===== src/hw/rtl/tcsm_pkg.sv =====
// Package for the TCP connection state machine unit: flag codes, state and outcome
// enums, the transaction and context structs and the sequence-order compare.
// Depends on nothing; every other file of the unit imports it.
package tcsm_pkg;

   localparam int unsigned FLAGS_W = 6;
   localparam int unsigned SEQ_W   = 32;
   localparam int unsigned WIN_W   = 16;
   localparam int unsigned ADDR_W  = 32;
   localparam int unsigned PORT_W  = 16;
   localparam int unsigned STATE_W = 4;

   localparam logic [FLAGS_W-1:0] FLAG_FIN    = 6'd1;
   localparam logic [FLAGS_W-1:0] FLAG_SYN    = 6'd2;
   localparam logic [FLAGS_W-1:0] FLAG_RST    = 6'd4;
   localparam logic [FLAGS_W-1:0] FLAG_ACK    = 6'd16;
   localparam logic [FLAGS_W-1:0] FLAG_SYNACK = 6'd18;
   localparam logic [FLAGS_W-1:0] FLAG_NONE   = 6'd0;

   localparam logic MODE_SEGMENT = 1'b0;
   localparam logic MODE_LOAD    = 1'b1;

   typedef enum logic [STATE_W-1:0] {
      ST_CLOSED     = 4'd0,
      ST_LISTEN     = 4'd1,
      ST_SYN_RECV   = 4'd2,
      ST_SYN_SENT   = 4'd3,
      ST_ESTAB      = 4'd4,
      ST_CLOSE_WAIT = 4'd5,
      ST_LAST_ACK   = 4'd6,
      ST_FIN_WAIT_1 = 4'd7,
      ST_FIN_WAIT_2 = 4'd8,
      ST_CLOSING    = 4'd9,
      ST_TIME_WAIT  = 4'd10
   } conn_state_type;

   typedef enum logic [1:0] {
      OUT_HANDLED       = 2'd0,
      OUT_NO_TRANSITION = 2'd1,
      OUT_BAD_FLAGS     = 2'd2
   } outcome_type;

   typedef struct packed {
      logic               mode;
      logic [FLAGS_W-1:0] seg_flags;
      logic [SEQ_W-1:0]   seg_seq;
      logic [SEQ_W-1:0]   seg_ack;
      logic [WIN_W-1:0]   seg_window;
      logic [ADDR_W-1:0]  src_addr;
      logic [ADDR_W-1:0]  dst_addr;
      logic [PORT_W-1:0]  src_port;
      logic [PORT_W-1:0]  dst_port;
      logic [SEQ_W-1:0]   fresh_isn;
      logic [STATE_W-1:0] load_state;
   } item_type;

   typedef struct packed {
      conn_state_type    conn_state;
      logic [SEQ_W-1:0]  send_next;
      logic [SEQ_W-1:0]  send_unacked;
      logic [SEQ_W-1:0]  recv_next;
      logic [WIN_W-1:0]  send_window;
      logic [SEQ_W-1:0]  initial_seq;
      logic [ADDR_W-1:0] local_addr;
      logic [ADDR_W-1:0] remote_addr;
      logic [PORT_W-1:0] local_port;
      logic [PORT_W-1:0] remote_port;
   } ctx_type;

   typedef struct packed {
      logic               send_control;
      logic [FLAGS_W-1:0] control_flags;
      logic [SEQ_W-1:0]   out_seq;
      logic [SEQ_W-1:0]   out_ack;
      conn_state_type     conn_state_now;
      logic               wake_sender;
      logic               wake_connector;
      logic               conn_accepted;
      logic               start_timewait;
      logic               released;
      outcome_type        outcome;
   } result_type;

   // True when a is at or before b in modulo 2^32 sequence space.
   function automatic logic seq_le(input logic [SEQ_W-1:0] a, input logic [SEQ_W-1:0] b);
      logic [SEQ_W-1:0] d;
      d = a - b;
      return (d == '0) || d[SEQ_W-1];
   endfunction

endpackage


===== src/hw/rtl/tcsm_decide.sv =====
// Combinational decision logic: one transaction against the connection context,
// giving the next context and the result. Depends on tcsm_pkg.
module tcsm_decide
   import tcsm_pkg::*;
(
   input  item_type   item,
   input  ctx_type    ctx,
   output ctx_type    ctx_next,
   output result_type result
);

   logic           is_load;
   logic           is_rst;
   logic           is_syn;
   logic           is_fin;
   logic           is_known;
   logic           win_ok;
   logic [SEQ_W-1:0] seq_plus1;
   conn_state_type load_value;
   conn_state_type state_in;

   assign is_load   = (item.mode == MODE_LOAD);
   assign is_rst    = |(item.seg_flags & FLAG_RST);
   assign is_syn    = |(item.seg_flags & FLAG_SYN);
   assign is_fin    = |(item.seg_flags & FLAG_FIN);
   assign is_known  = |(item.seg_flags & (FLAG_SYN | FLAG_FIN | FLAG_ACK));
   assign win_ok    = seq_le(ctx.send_unacked, item.seg_ack) &&
                      seq_le(item.seg_ack, ctx.send_next);
   assign seq_plus1 = item.seg_seq + SEQ_W'(1);
   assign load_value = (item.load_state > STATE_W'(ST_TIME_WAIT)) ? ST_CLOSED
                       : conn_state_type'(item.load_state);

   always_comb begin
      state_in = ctx.conn_state;
      if (is_load) begin
         state_in = load_value;
      end else if (is_rst) begin
         state_in = ST_CLOSED;
      end else if (is_known) begin
         if (is_syn) begin
            case (ctx.conn_state)
               ST_LISTEN:   state_in = ST_SYN_RECV;
               ST_SYN_SENT: state_in = ST_ESTAB;
               default:     state_in = ctx.conn_state;
            endcase
         end else if (is_fin) begin
            case (ctx.conn_state)
               ST_ESTAB:      state_in = ST_CLOSE_WAIT;
               ST_FIN_WAIT_1: state_in = ST_TIME_WAIT;
               ST_FIN_WAIT_2: state_in = ST_TIME_WAIT;
               default:       state_in = ctx.conn_state;
            endcase
         end else begin
            case (ctx.conn_state)
               ST_SYN_RECV:   state_in = ST_ESTAB;
               ST_FIN_WAIT_1: state_in = ST_FIN_WAIT_2;
               ST_LAST_ACK:   state_in = ST_CLOSED;
               default:       state_in = ctx.conn_state;
            endcase
         end
      end
   end

   always_comb begin
      ctx_next            = ctx;
      ctx_next.conn_state = state_in;
      result              = '0;
      result.outcome      = OUT_HANDLED;
      if (is_load) begin
         ctx_next.send_next    = item.seg_seq;
         ctx_next.send_unacked = item.seg_ack;
      end else if (is_rst) begin
         result.released = 1'b1;
      end else if (is_known) begin
         if (win_ok) begin
            ctx_next.send_window = item.seg_window;
            result.wake_sender   = (ctx.send_window == '0);
         end
         if (is_syn) begin
            case (ctx.conn_state)
               ST_LISTEN: begin
                  ctx_next.local_addr  = item.dst_addr;
                  ctx_next.remote_addr = item.src_addr;
                  ctx_next.local_port  = item.dst_port;
                  ctx_next.remote_port = item.src_port;
                  ctx_next.initial_seq = item.fresh_isn;
                  ctx_next.send_next   = item.fresh_isn;
                  ctx_next.recv_next   = seq_plus1;
                  result.control_flags = FLAG_SYNACK;
               end
               ST_SYN_SENT: begin
                  ctx_next.send_next    = item.seg_ack;
                  ctx_next.recv_next    = seq_plus1;
                  result.control_flags  = FLAG_ACK;
                  result.wake_connector = 1'b1;
               end
               default: result.outcome = OUT_NO_TRANSITION;
            endcase
         end else if (is_fin) begin
            case (ctx.conn_state)
               ST_ESTAB: begin
                  ctx_next.local_addr  = item.dst_addr;
                  ctx_next.remote_addr = item.src_addr;
                  ctx_next.local_port  = item.dst_port;
                  ctx_next.remote_port = item.src_port;
                  ctx_next.recv_next   = seq_plus1;
                  ctx_next.send_next   = ctx.send_next + SEQ_W'(1);
                  result.control_flags = FLAG_ACK;
               end
               ST_FIN_WAIT_1, ST_FIN_WAIT_2: begin
                  ctx_next.local_addr   = item.dst_addr;
                  ctx_next.remote_addr  = item.src_addr;
                  ctx_next.local_port   = item.dst_port;
                  ctx_next.remote_port  = item.src_port;
                  ctx_next.send_next    = item.seg_ack;
                  ctx_next.recv_next    = seq_plus1;
                  result.control_flags  = FLAG_ACK;
                  result.start_timewait = 1'b1;
               end
               default: result.outcome = OUT_NO_TRANSITION;
            endcase
         end else begin
            case (ctx.conn_state)
               ST_SYN_RECV:   result.conn_accepted = 1'b1;
               ST_FIN_WAIT_1: result.outcome = OUT_HANDLED;
               ST_LAST_ACK:   result.outcome = OUT_HANDLED;
               default:       result.outcome = OUT_NO_TRANSITION;
            endcase
         end
      end else begin
         result.outcome = OUT_BAD_FLAGS;
      end
      result.send_control   = (result.control_flags != FLAG_NONE);
      result.out_seq        = ctx_next.send_next;
      result.out_ack        = ctx_next.recv_next;
      result.conn_state_now = state_in;
   end

endmodule


===== src/hw/rtl/tcp_connection_state_machine_unit.sv =====
// Top level of the TCP connection state machine unit: input register, connection
// context registers and result register around tcsm_decide. Depends on tcsm_pkg and tcsm_decide.
//
//   Channel  Direction  Handshake              Payload
//   req_     in         req_valid / req_ready  segment header or load transaction
//   rsp_     out        rsp_valid / rsp_ready  control request, pointers, state, events
//
// One transaction per cycle is sustained while rsp_ready stays high.
// The decision is taken as a transaction moves from the input register to the result
// register, which is also when the connection context is updated.
// A stalled result holds its register; the input register still fills behind it.
// Synchronous active-high reset closes the connection and clears all pointers.
module tcp_connection_state_machine_unit
   import tcsm_pkg::*;
(
   input  logic               clock,
   input  logic               reset,
   input  logic               req_valid,
   output logic               req_ready,
   input  logic               req_mode,
   input  logic [FLAGS_W-1:0] req_seg_flags,
   input  logic [SEQ_W-1:0]   req_seg_seq,
   input  logic [SEQ_W-1:0]   req_seg_ack,
   input  logic [WIN_W-1:0]   req_seg_window,
   input  logic [ADDR_W-1:0]  req_src_addr,
   input  logic [ADDR_W-1:0]  req_dst_addr,
   input  logic [PORT_W-1:0]  req_src_port,
   input  logic [PORT_W-1:0]  req_dst_port,
   input  logic [SEQ_W-1:0]   req_fresh_isn,
   input  logic [STATE_W-1:0] req_load_state,
   output logic               rsp_valid,
   input  logic               rsp_ready,
   output logic               rsp_send_control,
   output logic [FLAGS_W-1:0] rsp_control_flags,
   output logic [SEQ_W-1:0]   rsp_out_seq,
   output logic [SEQ_W-1:0]   rsp_out_ack,
   output logic [STATE_W-1:0] rsp_conn_state_now,
   output logic               rsp_wake_sender,
   output logic               rsp_wake_connector,
   output logic               rsp_conn_accepted,
   output logic               rsp_start_timewait,
   output logic               rsp_released,
   output logic [1:0]         rsp_outcome
);

   item_type   item_ff;
   item_type   item_in;
   logic       item_valid_ff;
   ctx_type    ctx_ff;
   ctx_type    ctx_in;
   result_type result_ff;
   result_type result_in;
   logic       rsp_valid_ff;
   logic       advance;
   logic       req_fire;

   assign advance   = item_valid_ff && (!rsp_valid_ff || rsp_ready);
   assign req_ready = !item_valid_ff || advance;
   assign req_fire  = req_valid && req_ready;

   assign item_in = '{
      mode:       req_mode,
      seg_flags:  req_seg_flags,
      seg_seq:    req_seg_seq,
      seg_ack:    req_seg_ack,
      seg_window: req_seg_window,
      src_addr:   req_src_addr,
      dst_addr:   req_dst_addr,
      src_port:   req_src_port,
      dst_port:   req_dst_port,
      fresh_isn:  req_fresh_isn,
      load_state: req_load_state
   };

   tcsm_decide u_decide (
      .item     (item_ff),
      .ctx      (ctx_ff),
      .ctx_next (ctx_in),
      .result   (result_in)
   );

   always_ff @(posedge clock) begin
      if (reset) begin
         item_valid_ff <= 1'b0;
         rsp_valid_ff  <= 1'b0;
         ctx_ff        <= '0;
      end else begin
         if (req_fire) begin
            item_valid_ff <= 1'b1;
         end else if (advance) begin
            item_valid_ff <= 1'b0;
         end
         if (advance) begin
            rsp_valid_ff <= 1'b1;
            ctx_ff       <= ctx_in;
         end else if (rsp_ready) begin
            rsp_valid_ff <= 1'b0;
         end
      end
   end

   always_ff @(posedge clock) begin
      if (req_fire) begin
         item_ff <= item_in;
      end
      if (advance) begin
         result_ff <= result_in;
      end
   end

   assign rsp_valid          = rsp_valid_ff;
   assign rsp_send_control   = result_ff.send_control;
   assign rsp_control_flags  = result_ff.control_flags;
   assign rsp_out_seq        = result_ff.out_seq;
   assign rsp_out_ack        = result_ff.out_ack;
   assign rsp_conn_state_now = result_ff.conn_state_now;
   assign rsp_wake_sender    = result_ff.wake_sender;
   assign rsp_wake_connector = result_ff.wake_connector;
   assign rsp_conn_accepted  = result_ff.conn_accepted;
   assign rsp_start_timewait = result_ff.start_timewait;
   assign rsp_released       = result_ff.released;
   assign rsp_outcome        = result_ff.outcome;

   a_release_closes: assert property (@(posedge clock) disable iff (reset)
      rsp_valid && rsp_released |-> rsp_conn_state_now == ST_CLOSED && !rsp_send_control)
      else $error("release did not leave the connection closed");

   a_control_flags: assert property (@(posedge clock) disable iff (reset)
      rsp_valid |-> (rsp_send_control && (rsp_control_flags == FLAG_ACK ||
                                          rsp_control_flags == FLAG_SYNACK)) ||
                    (!rsp_send_control && rsp_control_flags == FLAG_NONE))
      else $error("control flags disagree with send_control");

   a_connector_estab: assert property (@(posedge clock) disable iff (reset)
      rsp_valid && (rsp_wake_connector || rsp_conn_accepted) |->
         rsp_conn_state_now == ST_ESTAB)
      else $error("open completion without ESTABLISHED state");

   a_timewait: assert property (@(posedge clock) disable iff (reset)
      rsp_valid && rsp_start_timewait |-> rsp_conn_state_now == ST_TIME_WAIT &&
         rsp_out_seq == ctx_ff.send_next)
      else $error("time-wait start without TIME_WAIT state");

   a_state_tracks: assert property (@(posedge clock) disable iff (reset)
      rsp_valid |-> rsp_conn_state_now == ctx_ff.conn_state)
      else $error("reported state diverged from the context");

   a_ready_when_free: assert property (@(posedge clock) disable iff (reset)
      !item_valid_ff |-> req_ready)
      else $error("input register empty but not ready");

endmodule


===== config.mk =====
export PLATFORM = sky130hd
export DESIGN_NAME = tcp_connection_state_machine_unit
export DESIGN_NICKNAME = d
export VERILOG_FILES = /design/src/hw/rtl/tcsm_pkg.sv /design/src/hw/rtl/tcsm_decide.sv /design/src/hw/rtl/tcp_connection_state_machine_unit.sv
export SDC_FILE = /design/constraint.sdc
export NUM_CORES = 1
export LEC_CHECK = 0
export BUFFER_PORTS_ARGS = -buffer_cell sky130_fd_sc_hd__buf_2
export CORE_MARGIN = 2
export CORE_UTILIZATION = 31
export DETAILED_ROUTE_END_ITERATION = 12
export SKIP_CTS_REPAIR_TIMING = 1
export SYNTH_ARGS = -nofsm -noshare
export SYNTH_HDL_FRONTEND = slang
export SYNTH_SLANG_ARGS = --single-unit

===== constraint.sdc =====
create_clock -name clock -period 5.3 [get_ports clock]
set_clock_uncertainty 0.15 [all_clocks]
set_input_delay 0.265 -clock clock [delete_from_list [all_inputs] [get_ports clock]]
set_output_delay 0.265 -clock clock [all_outputs]
set_load 0.05 [all_outputs]

# Word level (Yosys, flattened, before mapping)

Index checks and enable logic that the tools add are counted.

Output and inout bits: 84
Input bits: 223
Register bits after elaboration: 546
Logic and storage cells: 136

$add $sub $neg: 4
Mux-type cells: 50
Equality and inequality tests: 8
Reductions and logical operators: 32
Bitwise gates (word level): 6
Magnitude comparators: 1

Operators with widths:

| kind                                                | number |
|---|---|
| two-way mux 176 bit                                 | 3 |
| two-way mux 32 bit                                  | 10 |
| two-way mux 96 bit                                  | 3 |
| two-way mux 128 bit                                 | 1 |
| case mux 32 bit (2 select lines)                    | 2 |
| adder 32 x 1 -> 32 bit, second input constant       | 2 |
| logical NOT 32 bit                                  | 2 |
| subtractor 32 bit                                   | 2 |
| two-way mux 4 bit                                   | 6 |
| two-way mux 6 bit                                   | 4 |
| logical NOT 16 bit                                  | 1 |
| two-way mux 16 bit                                  | 1 |
| case mux 4 bit (2 select lines)                     | 2 |
| equality test 4 x 3 -> 1 bit, second input constant | 3 |
| two-way mux 1 bit                                   | 12 |
| case mux 4 bit (3 select lines)                     | 1 |
| OR reduction 3 bit                                  | 4 |
| two-way mux 5 bit                                   | 2 |
| case mux 5 bit (2 select lines)                     | 1 |
| OR reduction 5 bit                                  | 2 |
| equality test 4 x 2 -> 1 bit, second input constant | 2 |
| nonzero test 2 bit                                  | 4 |
| OR reduction 4 bit                                  | 2 |
| AND reduction 7 bit                                 | 1 |
| 14 further kinds                                    | 28 |

# Longest topological paths before layout

Gate-level depths: netlist (run 1).

Depth after elaboration: 9
Mapped depth: 16
Gate-level depth less buffers: 14

# Hierarchy

Synthesis (run 1) repeated with hierarchy kept, for this count alone.

Cell total of the unflattened synthesis: 2,887
Area, all modules: 30,083.9 µm²

Modules (own cells, without submodules):

| module                            | times used | cells each | area each (µm²) |
|---|---|---|---|
| tcp_connection_state_machine_unit | 1          | 1,368      | 19,952.9 |
| tcsm_decide                       | 1          | 1,519      | 10,131.0 |

# Worst setup path after synthesis (run 1)

No wires, ideal clock.

Kind: register to register
From: reg rsp_valid_ff (netlist: rsp_valid)
To: reg item_ff[0] (netlist name) (enable)
Setup time: 0.494 ns
Clock period less this slack: 4.570 ns
Setup slack: 0.730 ns
Arrival time: 3.926 ns
Stages on the path, launching flop included: 4
Required time: 4.656 ns
Path through: dfxtp_1 -> nor2b_1 -> nand2_1 -> and2_1

Word-level cells in the longest chain between the ends: 5

Ends and longest elaborated chain:

| element                  | line                                     | RTL |
|---|---|---|
| start: declaration       | tcp_connection_state_machine_unit.sv:53  | `logic rsp_valid_ff;` |
| start signal: assignment | tcp_connection_state_machine_unit.sv:85  | `rsp_valid_ff <= 1'b0;` |
| start signal: assignment | tcp_connection_state_machine_unit.sv:94  | `rsp_valid_ff <= 1'b1;` |
| start signal: assignment | tcp_connection_state_machine_unit.sv:97  | `rsp_valid_ff <= 1'b0;` |
| logical NOT 1 bit        | tcp_connection_state_machine_unit.sv:57  | `assign advance = item_valid_ff && (!rsp_valid_ff \|\| rsp_ready);` |
| logical OR 1 bit         | tcp_connection_state_machine_unit.sv:57  |  |
| logical AND 1 bit        | tcp_connection_state_machine_unit.sv:57  |  |
| logical OR 1 bit         | tcp_connection_state_machine_unit.sv:58  | `assign req_ready = !item_valid_ff \|\| advance;` |
| named net req_ready      | tcp_connection_state_machine_unit.sv:19  | `output logic req_ready,` |
| logical AND 1 bit        | tcp_connection_state_machine_unit.sv:59  | `assign req_fire = req_valid && req_ready;` |
| named net req_fire       | tcp_connection_state_machine_unit.sv:55  | `logic req_fire;` |
| end signal: assignment   | tcp_connection_state_machine_unit.sv:104 | `item_ff <= item_in;` |
| end: declaration         | tcp_connection_state_machine_unit.sv:46  | `item_type item_ff;` |

The timed path passes the listed nets, and every way through them passes these cells.
A chain may end at the register's enable or synchronous reset.

# Final worst setup path (run 1)

From: reg item_ff[155] (netlist name)
To: reg ctx_ff[129] (netlist name)

Word-level cells in the longest chain between the ends: 5
Elaborated cells between the ends (all ways): 8

Ends and longest elaborated chain:

| element                                  | line                                    | RTL |
|---|---|---|
| subtractor 32 bit                        | tcsm_pkg.sv:87                          | `d = a - b;` |
| logical NOT 32 bit                       | tcsm_pkg.sv:88                          | `return (d == '0) \|\| d[SEQ_W-1];` |
| logical OR 1 bit                         | tcsm_pkg.sv:88                          |  |
| logical AND 1 bit (*)                    | tcsm_decide.sv:27                       | `assign win_ok = seq_le(ctx.send_unacked, item.seg_ack) &&` |
| AND reduction 5 bit (no source line) (*) | -                                       |  |
| end signal: assignment                   | tcp_connection_state_machine_unit.sv:95 | `ctx_ff <= ctx_in;` |
| end: declaration                         | tcp_connection_state_machine_unit.sv:49 | `ctx_type ctx_ff;` |

Mark *: on every way between the ends. The rest lies on a longest branch, timed or not.

==> summary.txt, run 1 <==
Status
  – Status: finished clean

Synth
  – Avg Inst Size Synth: 9.04 sq um
  – Yosys warning total: 0
  – Biggest area consumer among synthesized cells: edfxtp_1
  – Cells after Synth: 1999
  – Number of synthesized flops with an enable pin: 199
  – Post-synth top flop: edfxtp_1
  – Sequential fraction of the synthesis area: 46.2%
  – Mapped Area: 18100 sq um
  – #FFs+latches synth: 317
  – Share of the synthesized area in the top cell type: 33.1%
  – Post-synth top cells: nand2_1, a21oi_1, edfxtp_1
  – Post-synthesis async set-or-reset flop share: 0%
  – Area contributors post-synth: edfxtp_1, dfxtp_1, nand2_1
  – Most frequent cell after synthesis: nand2_1
  – Cell variety after synth: 88

Clocking
  – Clock Latency Late Sink: 560 ps
  – CTS H-tree lvls: 2
  – Clk buf depth: 3
  – CTS buffer count: 40
  – Root Driver: clkbuf_16
  – Sink Count: 317
  – Clk pin slew, worst setup/hold paths: 60 ps
  – CTS tree: yes

Power and ir drop
  – Peak VDD IR: 0.259 mV
  – Pwr/cell area: 299 nW/um^2
  – Static leakage: 8.16 nW
  – Pwr Total: 6.68 mW

Detailed routing
  – Routed Antenna Nets: 0
  – DRT iter0 DRCs: 1539
  – Final WL: 61700 microns
  – DR vias/cell: 5.35
  – DRC Markers: 0
  – Drt pass-1 iters: 6
  – Routed vias: 16400
  – WL/cell: 20.2 microns

Floorplanning
  – Die X: 245 microns
  – Die Ht: 245 microns
  – Core Area: 57700 sq um
  – Initial Util: 31.3%
  – Die area: 60200 sq um
  – # IOs: 307
  – Rows: 88

Global route
  – Global route overflow: 0
  – Largest net degree at the start of global routing: 82
  – GRT Max-Usage Layer: met2
  – Initial antenna violation count: 0
  – Grt met2 use: 31.9%
  – Total GRT Usage: 19.5%
  – First-pass GRT wire length: 91400 microns
  – GRT met1 Usage: 26.6%
  – Vias in the first global route: 15300
  – Met3 Use GR: 3.10%

Setup path
  – Most numerous cell on the critical path: nor4_1
  – Slowest cell on the critical path: a2111oi_0
  – Arr. time, crit path: 5070 ps
  – Reg2Reg Setup Slack: 540 ps
  – Crit path max fanout: 16
  – CP Cell Sequence: inv_1 -> ha_1 -> nor2b_1 -> a2111oi_0 -> o221ai_1 -> nor4_1 -> o2111ai_1 -> nor4_1 -> nand4_1 -> nor4_1 -> a31oi_1 -> nor3_4 -> buf_4 -> mux2i_1
  – CP Class: reg2reg
  – Worst setup EP type: flip-flop
  – Worst EP required: 5610 ps
  – Startpoint class of the critical path: flip-flop
  – Crit-path max cell delay: 660 ps

STA
  – Worst relative slew slack: 12.6%
  – RSZ-0062 raised after global routing: no
  – Fmax: 210 MHz
  – Worst-Margin Slew: 1310 ps
  – Pins Over Slew Limit: 0
  – Final-report setup violation count: 0
  – Final min period: 4760 ps
  – Final-report hold violation count: 0
  – Setup TNS: 0 ps
  – Fin crit share: 89.9%

Finish
  – Synth-to-layout area growth: 23.6%
  – Final nets: 2557
  – Ant diodes: 0
  – Layout cell share with drive strength beyond 1: 14.7%
  – Finished Core Util: 38.7%
  – Fillers: 5766

Job
  – Max-Cap Viols: 0

Hold path
  – Worst min-delay path class: in2reg

Placed design
  – Gp weighted congestion: 0.899
  – DP Wirelength: 44700 microns
  – Count of input and output buffers: 204
[placed cells by master (no fill, tap or decap), types with 39 or more instances in the layout]
cell type and n:
mux2i_1 56, nand4_1 39, clkbuf_16 40, nand2_1 338, edfxtp_1 199, nand2b_1 46
buf_2 203, o21ai_0 122, ha_1 64, inv_1 87, nor2_1 119, a21oi_1 201
dfxtp_1 117, dlygate4sd3_1 124
[metal layers]
metal | vias up | wire, microns | part of all wire [%]
met3 | 92 | 3640 | 5.9
met2 | 594 | 29300 | 47
met4 | 0 | 1510 | 2.4
met1 | 7924 | 27300 | 44
met5 | - | 0 | 0
li1 | 7782 | - | -
[path summary, 6_finish.rpt]
kind,from,endpoint,cells after the start
setup / recovery,item_ff[155],ctx_ff[129],14
hold / removal,reset,ctx_ff[229],2
setup reg to reg,item_ff[155],ctx_ff[129],14
hold reg to reg,ctx_ff[153],ctx_ff[153],2
[stage by stage]
| step | instance area [sq um] | setup slack, ps | hold slack [ps] | cells |
|---|---|---|---|---|
| after floorplan | 18100 | 730 | 214 | 2002 |
| after global placement | 19700 | 832 | 291 | 2867 |
| after detailed placement | 19700 | 644 | 293 | 2867 |
| after CTS | 21100 | 571 | -297 | 2940 |
| after global routing | 22300 | 201 | 154 | 3064 |
| final | 22300 | 537 | 127 | 3064 |
[power breakdown]
part | internal (mW) | switching, mW | leakage [nW]
Sequential | 2.75 | 0.113 | 2.90
Clock | 1.69 | 1.11 | 0.654
Combinational | 0.370 | 0.655 | 4.61
Total | 4.80 | 1.87 | 8.16
[flip-flops by register name (all words and copies together), names as in the netlist, 2 cells and up]
| name | cells |
|---|---|
| item_ff | 121 |
| rsp_control_flags | 2 |
| ctx_ff | 116 |
| rsp_outcome | 2 |
| rsp_out_seq | 32 |
| rsp_out_ack | 32 |
| rsp_conn_state_now | 4 |
[worst max-delay path: cells and delay by family (launching register included)]
| family | cells | cell delay, ps |
|---|---|---|
| compound gates | 4 | 1390 |
| mux | 1 | 240 |
| fa+ha+maj | 1 | 420 |
| simple gates | 6 | 1630 |
| flops | 1 | 460 |
| buf+inv | 2 | 370 |
[final cells by class]
cell class | instances | area (sq um) | area share, %
multi-input cells | 1466 | 8870 | 39.8
flip-flops and latches | 317 | 8340 | 37.4
repair buffers | 355 | 2470 | 11.1
clock buffers | 51 | 1060 | 4.76
well taps | 765 | 957 | 4.29
inverters | 88 | 333 | 1.49
clock inverters | 22 | 288 | 1.29
[kinds of logic (layout without fill, tap and decap cells)]
logic type,count (synthesis),in the layout,share of synthesized area (%)
XOR/XNOR,66,66,3.20
adder cells (fa/ha/maj),66,66,4.65
other,1,4,0.0208
flip-flops,317,317,46.2
AO/OA/AOI/OAI,548,548,18.9
AND/OR/NAND/NOR,715,715,18.4
multiplexers,67,67,3.79
buffers and inverters,219,516,4.88
Power figures use the tool's default switching activity.
==> inputs of run 2 (changes only) <==
--- a/config.mk
+++ b/config.mk
@@ -6,9 +6,12 @@
 export NUM_CORES = 1
 export LEC_CHECK = 0
 export BUFFER_PORTS_ARGS = -buffer_cell sky130_fd_sc_hd__buf_2
+export CELL_PAD_IN_SITES_DETAIL_PLACEMENT = 1
+export CELL_PAD_IN_SITES_GLOBAL_PLACEMENT = 1
 export CORE_MARGIN = 2
 export CORE_UTILIZATION = 31
 export DETAILED_ROUTE_END_ITERATION = 12
+export PLACE_DENSITY_LB_ADDON = 0.1
 export SKIP_CTS_REPAIR_TIMING = 1
 export SYNTH_ARGS = -nofsm -noshare
 export SYNTH_HDL_FRONTEND = slang
==> constraint.sdc (replaced) <==
create_clock -name clock -period 5 [get_ports clock]
set_clock_uncertainty 0.15 [all_clocks]
set_input_delay 0.25 -clock clock [delete_from_list [all_inputs] [get_ports clock]]
set_output_delay 0.25 -clock clock [all_outputs]
set_load 0.05 [all_outputs]
==> run 2 against run 1 <==
- flip-flop and latch count is the same
- critical endpoint is now ctx_ff[132]
- cell count up 0.82%
- first-iteration DRC count fell by 40%
- register-to-register slack better by 110 ps
- global-route usage increased by 2.2 points
- utilization up 0.43 points
==> summary.txt, run 2 (synthesis gave the netlist of run 1 again) <==
Detailed routing
  – Routed vias: 16300 (-0.55%)
  – DRC Markers: 0 (unchanged)
  – DRT iter0 DRCs: 917 (-40%)
  – DR vias/cell: 5.28 (-1.4%)
  – WL/cell: 21.9 microns (+8.6%)
  – Final WL: 67600 microns (+9.4%)
  – Routed Antenna Nets: 0 (unchanged)
  – Drt pass-1 iters: 7 (+1)

Power and ir drop
  – Pwr Total: 7.19 mW (+7.7%)
  – Static leakage: 8.30 nW (+1.7%)
  – Peak VDD IR: 0.244 mV (-5.7%)
  – Pwr/cell area: 319 nW/um^2 (+6.5%)

Clocking
  – Clock Latency Late Sink: 570 ps (about the same)
  – Root Driver: clkbuf_16
  – CTS H-tree lvls: 2 (unchanged)
  – CTS buffer count: 41 (+2.5%)
  – Clk pin slew, worst setup/hold paths: 60 ps (about the same)
  – CTS tree: yes
  – Sink Count: 317 (unchanged)
  – Clk buf depth: 3 (unchanged)

Finish
  – Synth-to-layout area growth: 24.9%
  – Layout Cells excl Fill: 3089 (+0.82%)
  – Finished Core Util: 39.1% (+0.43 points)
  – Ant diodes: 0 (unchanged)
  – Top reg by flops: item_ff
  – Layout cell share with drive strength beyond 1: 15.7% (+0.96 points)
  – Highest-count cells in the layout ignoring fill and taps: nand2_1, buf_2, a21oi_1, edfxtp_1, dlygate4sd3_1
  – Final nets: 2581 (+0.94%)
  – Area occupied by multi-input gates: 8870 sq um (unchanged)
  – Largest registers: item_ff: 121 flops, ctx_ff: 116 flops
  – Fillers: 6679 (+16%)
  – Number of flip-flops in the largest register: 121 (unchanged)
  – Sequential Area: 8340 sq um (unchanged)
  – Most common cell after layout, fill and taps aside: nand2_1

Setup path
  – Crit path max fanout: 16 (unchanged)
  – Worst EP required: 5330 ps (-280 ps)
  – Arr. time, crit path: 4680 ps (-390 ps)
  – Worst setup EP type: flip-flop
  – CP Cell Sequence: inv_1 -> ha_1 -> nor2b_1 -> a2111oi_0 -> o221ai_1 -> nor4_1 -> o2111ai_1 -> nor4_1 -> nand4_1 -> nor4_1 -> a31oi_1 -> nor3_4 -> buf_12 -> mux2i_1
  – CP Class: reg2reg
  – Startpoint class of the critical path: flip-flop
  – Most numerous cell on the critical path: nor4_1
  – Slowest cell on the critical path: edfxtp_1
  – Crit-path max cell delay: 530 ps (-130 ps)

Floorplanning
  – Die Ht: 245 microns (unchanged)
  – Rows: 88 (unchanged)
  – Core Area: 57700 sq um (unchanged)
  – # IOs: 307 (unchanged)
  – Initial Util: 31.3% (unchanged)
  – Die X: 245 microns (unchanged)
  – Die area: 60200 sq um (unchanged)

STA
  – Setup ws final: 643 ps (+106 ps)
  – Setup TNS: 0 ps (unchanged)
  – Pins Over Slew Limit: 0 (unchanged)
  – RSZ-0062 raised after global routing: no
  – Worst-Margin Slew: 1040 ps (-273 ps)
  – Fin crit share: 87.1% (-2.7 points)
  – Worst relative slew slack: 30.7% (+18 points)
  – Final-report setup violation count: 0 (unchanged)
  – Fmax: 230 MHz (+9.3%)
  – Final-report hold violation count: 0 (unchanged)
  – Final min period: 4360 ps (-406 ps)

Global route
  – Initial antenna violation count: 0 (unchanged)
  – Vias in the first global route: 16200 (+5.7%)
  – Global route overflow: 0 (unchanged)
  – First-pass GRT wire length: 100000 microns (+9.9%)
  – Largest net degree at the start of global routing: 81 (-1.2%)
  – Total GRT Usage: 21.8% (+2.2 points)

Placed design
  – Count of input and output buffers: 204 (unchanged)
  – Pre-CTS setup slack: 608 ps (-36.2 ps)
  – Gp weighted congestion: 0.864 (-3.9%)
  – DP Wirelength: 49900 microns (+12%)
  – Placed cells: 2890 (+0.80%)

Hold path
  – Worst min-delay path class: in2reg

Status
  – Status: finished clean

Job
  – Max-Cap Viols: 0 (unchanged)
-- run 2: cell types whose count changed in the layout (fill, tap and decap cells not counted), sizes merged --
cell | before | now
buf | 231 | 254
clkbuf | 51 | 49
clkinvlp | 1 | 3
inv | 94 | 91
clkinv | 10 | 15
-- run 2: stage by stage --
step / hold slack (ps) / area [sq um]
2_1_floorplan: 199 / 18100
3_3_place_gp: 277 / 19900
3_5_place_dp: 279 / 19900
4_1_cts: -326 / 21300
5_1_grt: 101 / 22600
6_report: 54.3 / 22600
-- run 2: final timing paths --
path	startpoint	end	slack (ps)	cells past startpoint
max	item_ff[155]	ctx_ff[132]	640	14
min	reset	rsp_valid	50	2
max reg2reg	item_ff[155]	ctx_ff[132]	640	14
min reg2reg	ctx_ff[159]	ctx_ff[159]	310	2
-- run 2: power breakdown --
part	switching [mW]	internal [mW]	total, mW
Clock	1.22	1.82	3.04
Combinational	0.723	0.406	1.13
Sequential	0.111	2.91	3.02
Total	2.05	5.14	7.19
-- run 2: metal layers --
metal	vias to the layer above	track usage (%)	share of wire, %
li1	7823	-	-
met1	8083	30.7	47
met2	324	35.6	47
met3	72	2.19	3.2
met4	0	5.44	2.0
met5	-	0	0
-- run 2: cell type report --
| type | count | area share, % |
|---|---|---|
| repair buffers | 378 | 11.9 |
| multi-input cells | 1466 | 39.3 |
| well taps | 765 | 4.24 |
| inverters | 88 | 1.49 |
| clock buffers | 49 | 4.81 |
| flip-flops and latches | 317 | 37.0 |
| clock inverters | 26 | 1.32 |
-- run 2: critical path, delay by kind of cell, from the launching register on --
kind | cells | cell delay, ps
buffers and inverters | 2 | 270
AND/OR/NAND/NOR | 6 | 1500
AO/OA/AOI/OAI | 4 | 1180
flip-flops | 1 | 530
adder cells (fa/ha/maj) | 1 | 430
multiplexers | 1 | 190
==> inputs of run 3 (changes only) <==
--- a/config.mk
+++ b/config.mk
@@ -5,7 +5,7 @@
 export SDC_FILE = /design/constraint.sdc
 export NUM_CORES = 1
 export LEC_CHECK = 0
-export BUFFER_PORTS_ARGS = -buffer_cell sky130_fd_sc_hd__buf_2
+export BUFFER_PORTS_ARGS = -buffer_cell sky130_fd_sc_hd__buf_4
 export CELL_PAD_IN_SITES_DETAIL_PLACEMENT = 1
 export CELL_PAD_IN_SITES_GLOBAL_PLACEMENT = 1
 export CORE_MARGIN = 2
==> run 3 against run 2 <==
- sequential power about the same
- sequential share of layout area decreased by 0.85 points
- worst hold slack got worse by 3.4 ps
- register-to-register slack got worse by 130 ps
- count of clock-buffer cells in the layout is 1 higher
- total power is 1.1% higher
- utilization is 0.92 points higher
- global-route usage grew 0.12 points
==> summary.txt, run 3 (synthesis gave the netlist of run 1 again) <==
Detailed routing
  – DRT iter0 DRCs: 886 (-3.4%)
  – Final WL: 68000 microns (+0.55%)
  – DRC Markers: 0 (unchanged)
  – Drt pass-1 iters: 8 (+1)
  – DR vias/cell: 5.27 (-0.12%)
  – WL/cell: 22.0 microns (+0.42%)
  – Routed vias: 16300 (+0.0061%)
  – Routed Antenna Nets: 0 (unchanged)

Hold path
  – Hold path start: reset
  – Worst min-delay path class: in2reg
  – Worst Hold End: item_valid_ff
  – Hold Crit Depth: 2 (unchanged)

STA
  – Worst-Margin Slew: 1110 ps (+77.8 ps)
  – Worst relative slew slack: 25.5% (-5.2 points)
  – Pins Over Slew Limit: 0 (unchanged)
  – Setup ws final: 517 ps (-126 ps)
  – Setup TNS: 0 ps (unchanged)
  – Final-report setup violation count: 0 (unchanged)
  – Final hold slack: 50.9 ps (-3.42 ps)
  – RSZ-0062 raised after global routing: no
  – Final-report hold violation count: 0 (unchanged)
  – Final min period: 4480 ps (+126 ps)
  – Fin crit share: 89.7% (+2.5 points)
  – Fmax: 223 MHz (-2.8%)

Clocking
  – Sink Count: 317 (unchanged)
  – Clk buf depth: 3 (unchanged)
  – CTS H-tree lvls: 2 (unchanged)
  – CTS tree: yes
  – Clk pin slew, worst setup/hold paths: 60 ps (about the same)
  – Root Driver: clkbuf_16
  – Clock Latency Late Sink: 580 ps (about the same)
  – CTS buffer count: 41 (unchanged)

Power and ir drop
  – Switching Share: 28.4% (-0.095 points)
  – Logic pwr share: 16.3% (+0.6 points)
  – Clock power frac: 42.1% (-0.2 points)
  – Pwr Total: 7.27 mW (+1.1%)
  – P_sw: 2.06 mW (+0.72%)
  – Pwr/cell area: 315 nW/um^2 (-1.3%)
  – Peak VDD IR: 0.220 mV (-9.8%)
  – Cell Int Power: 5.20 mW (+1.2%)
  – Share of total power in sequential cells: 41.6% (-0.4 points)
  – Static leakage: 8.49 nW (+2.2%)

Finish
  – Layout cell share with drive strength beyond 1: 15.7% (+0.023 points)
  – Synth-to-layout area growth: 27.9%
  – Largest registers: item_ff: 121 flops, ctx_ff: 116 flops
  – Most common cell after layout, fill and taps aside: nand2_1
  – Top reg by flops: item_ff
  – Final nets: 2583 (+0.077%)
  – Highest-count cells in the layout ignoring fill and taps: nand2_1, buf_4, a21oi_1, edfxtp_1, dlygate4sd3_1
  – Number of flip-flops in the largest register: 121 (unchanged)
  – Layout Cells excl Fill: 3093 (+0.13%)

Global route
  – Vias in the first global route: 16100 (-0.52%)
  – Global route overflow: 0 (unchanged)
  – Largest net degree at the start of global routing: 122 (+51%)
  – Total GRT Usage: 21.9% (+0.12 points)
  – Initial antenna violation count: 0 (unchanged)
  – First-pass GRT wire length: 100000 microns (about the same)

Setup path
  – Worst EP required: 5340 ps (about the same)
  – CP Class: reg2reg
  – Worst reg2reg path endpoint: ctx_ff[139]
  – Most numerous cell on the critical path: nor4_1
  – Slowest cell on the critical path: edfxtp_1
  – Crit-path max cell delay: 470 ps (-60 ps)
  – Reg2reg start: item_ff[172]
  – CP Cell Sequence: inv_1 -> ha_1 -> a21oi_1 -> o21ai_1 -> a221o_1 -> nor4_1 -> o2111ai_1 -> nor4_1 -> nand4_1 -> nor4_1 -> a31oi_1 -> nor3_4 -> buf_12 -> mux2i_1
  – Crit path max fanout: 16 (unchanged)
  – Startpoint class of the critical path: flip-flop
  – Arr. time, crit path: 4820 ps (+140 ps)
  – Worst setup EP type: flip-flop
  – Reg2Reg Setup Slack: 520 ps (-130 ps)
  – R2r worst-path depth: 14 (unchanged)

Floorplanning
  – # IOs: 307 (unchanged)
  – Die Ht: 245 microns (unchanged)
  – Initial Util: 31.3% (unchanged)
  – Die area: 60200 sq um (unchanged)
  – Core Area: 57700 sq um (unchanged)
  – Die X: 245 microns (unchanged)
  – Rows: 88 (unchanged)

Placed design
  – Count of input and output buffers: 204 (unchanged)
  – Pre-CTS setup slack: 556 ps (-51.8 ps)
  – Placed cells: 2892 (+0.069%)
  – Gp weighted congestion: 0.866 (+0.25%)
  – DP Wirelength: 50000 microns (+0.33%)

Status
  – Status: finished clean

Job
  – Max-Cap Viols: 0 (unchanged)
-- run 3: routing by layer --
layer	global-route usage, %	wire [microns]
met3	2.49	2270
met2	35.2	31600
met1	30.8	32300
met4	6.65	1840
met5	0	0
-- run 3: worst max-delay path: cells and delay by family (launching register included) --
family	cells	cell delay, ps
compound gates	5	1400
flops	1	470
fa+ha+maj	1	340
buf+inv	2	400
mux	1	190
simple gates	5	1470
-- run 3: final cells by class --
cell class / count / area [sq um]
Fill cell: 6627 / 34600
Multi-Input combinational cell: 1466 / 8870
Sequential cell: 317 / 8340
Timing Repair Buffer: 380 / 3200
Clock buffer: 50 / 1100
Tap cell: 765 / 957
Inverter: 88 / 335
Clock inverter: 26 / 288
Antenna cell: 1 / 2.50
-- run 3: how the worst max path moves through the flow --
stage,from,slack [ps],endpoint,cells past startpoint
6_report,item_ff[172],520,ctx_ff[139],14
5_1_grt,item_ff[172],220,ctx_ff[139],14
4_1_cts,item_ff[172],520,ctx_ff[139],14
3_5_place_dp,item_ff[172],560,ctx_ff[139],14
3_3_place_gp,item_ff[172],650,ctx_ff[129],14
2_1_floorplan,rsp_valid,430,item_ff[0],3
-- run 3: per-stage QoR --
| stage | area, sq um | util, % |
|---|---|---|
| after detailed placement | 20500 | 35.5 |
| final | 23100 | 40.0 |
| after global routing | 23100 | 40.0 |
| after global placement | 20500 | 35.5 |
| after floorplan | 18100 | - |
| after CTS | 21900 | 37.9 |
-- run 3: power by group through the flow --
stage	combinational (mW)	clock, mW	sequential, mW
floorplan	0.616	0	3.12
global placement	1.09	0	3.08
detailed placement	1.10	0	3.08
CTS	1.10	3.15	3.03
global route	1.29	3.25	3.04
finish	1.18	3.06	3.02
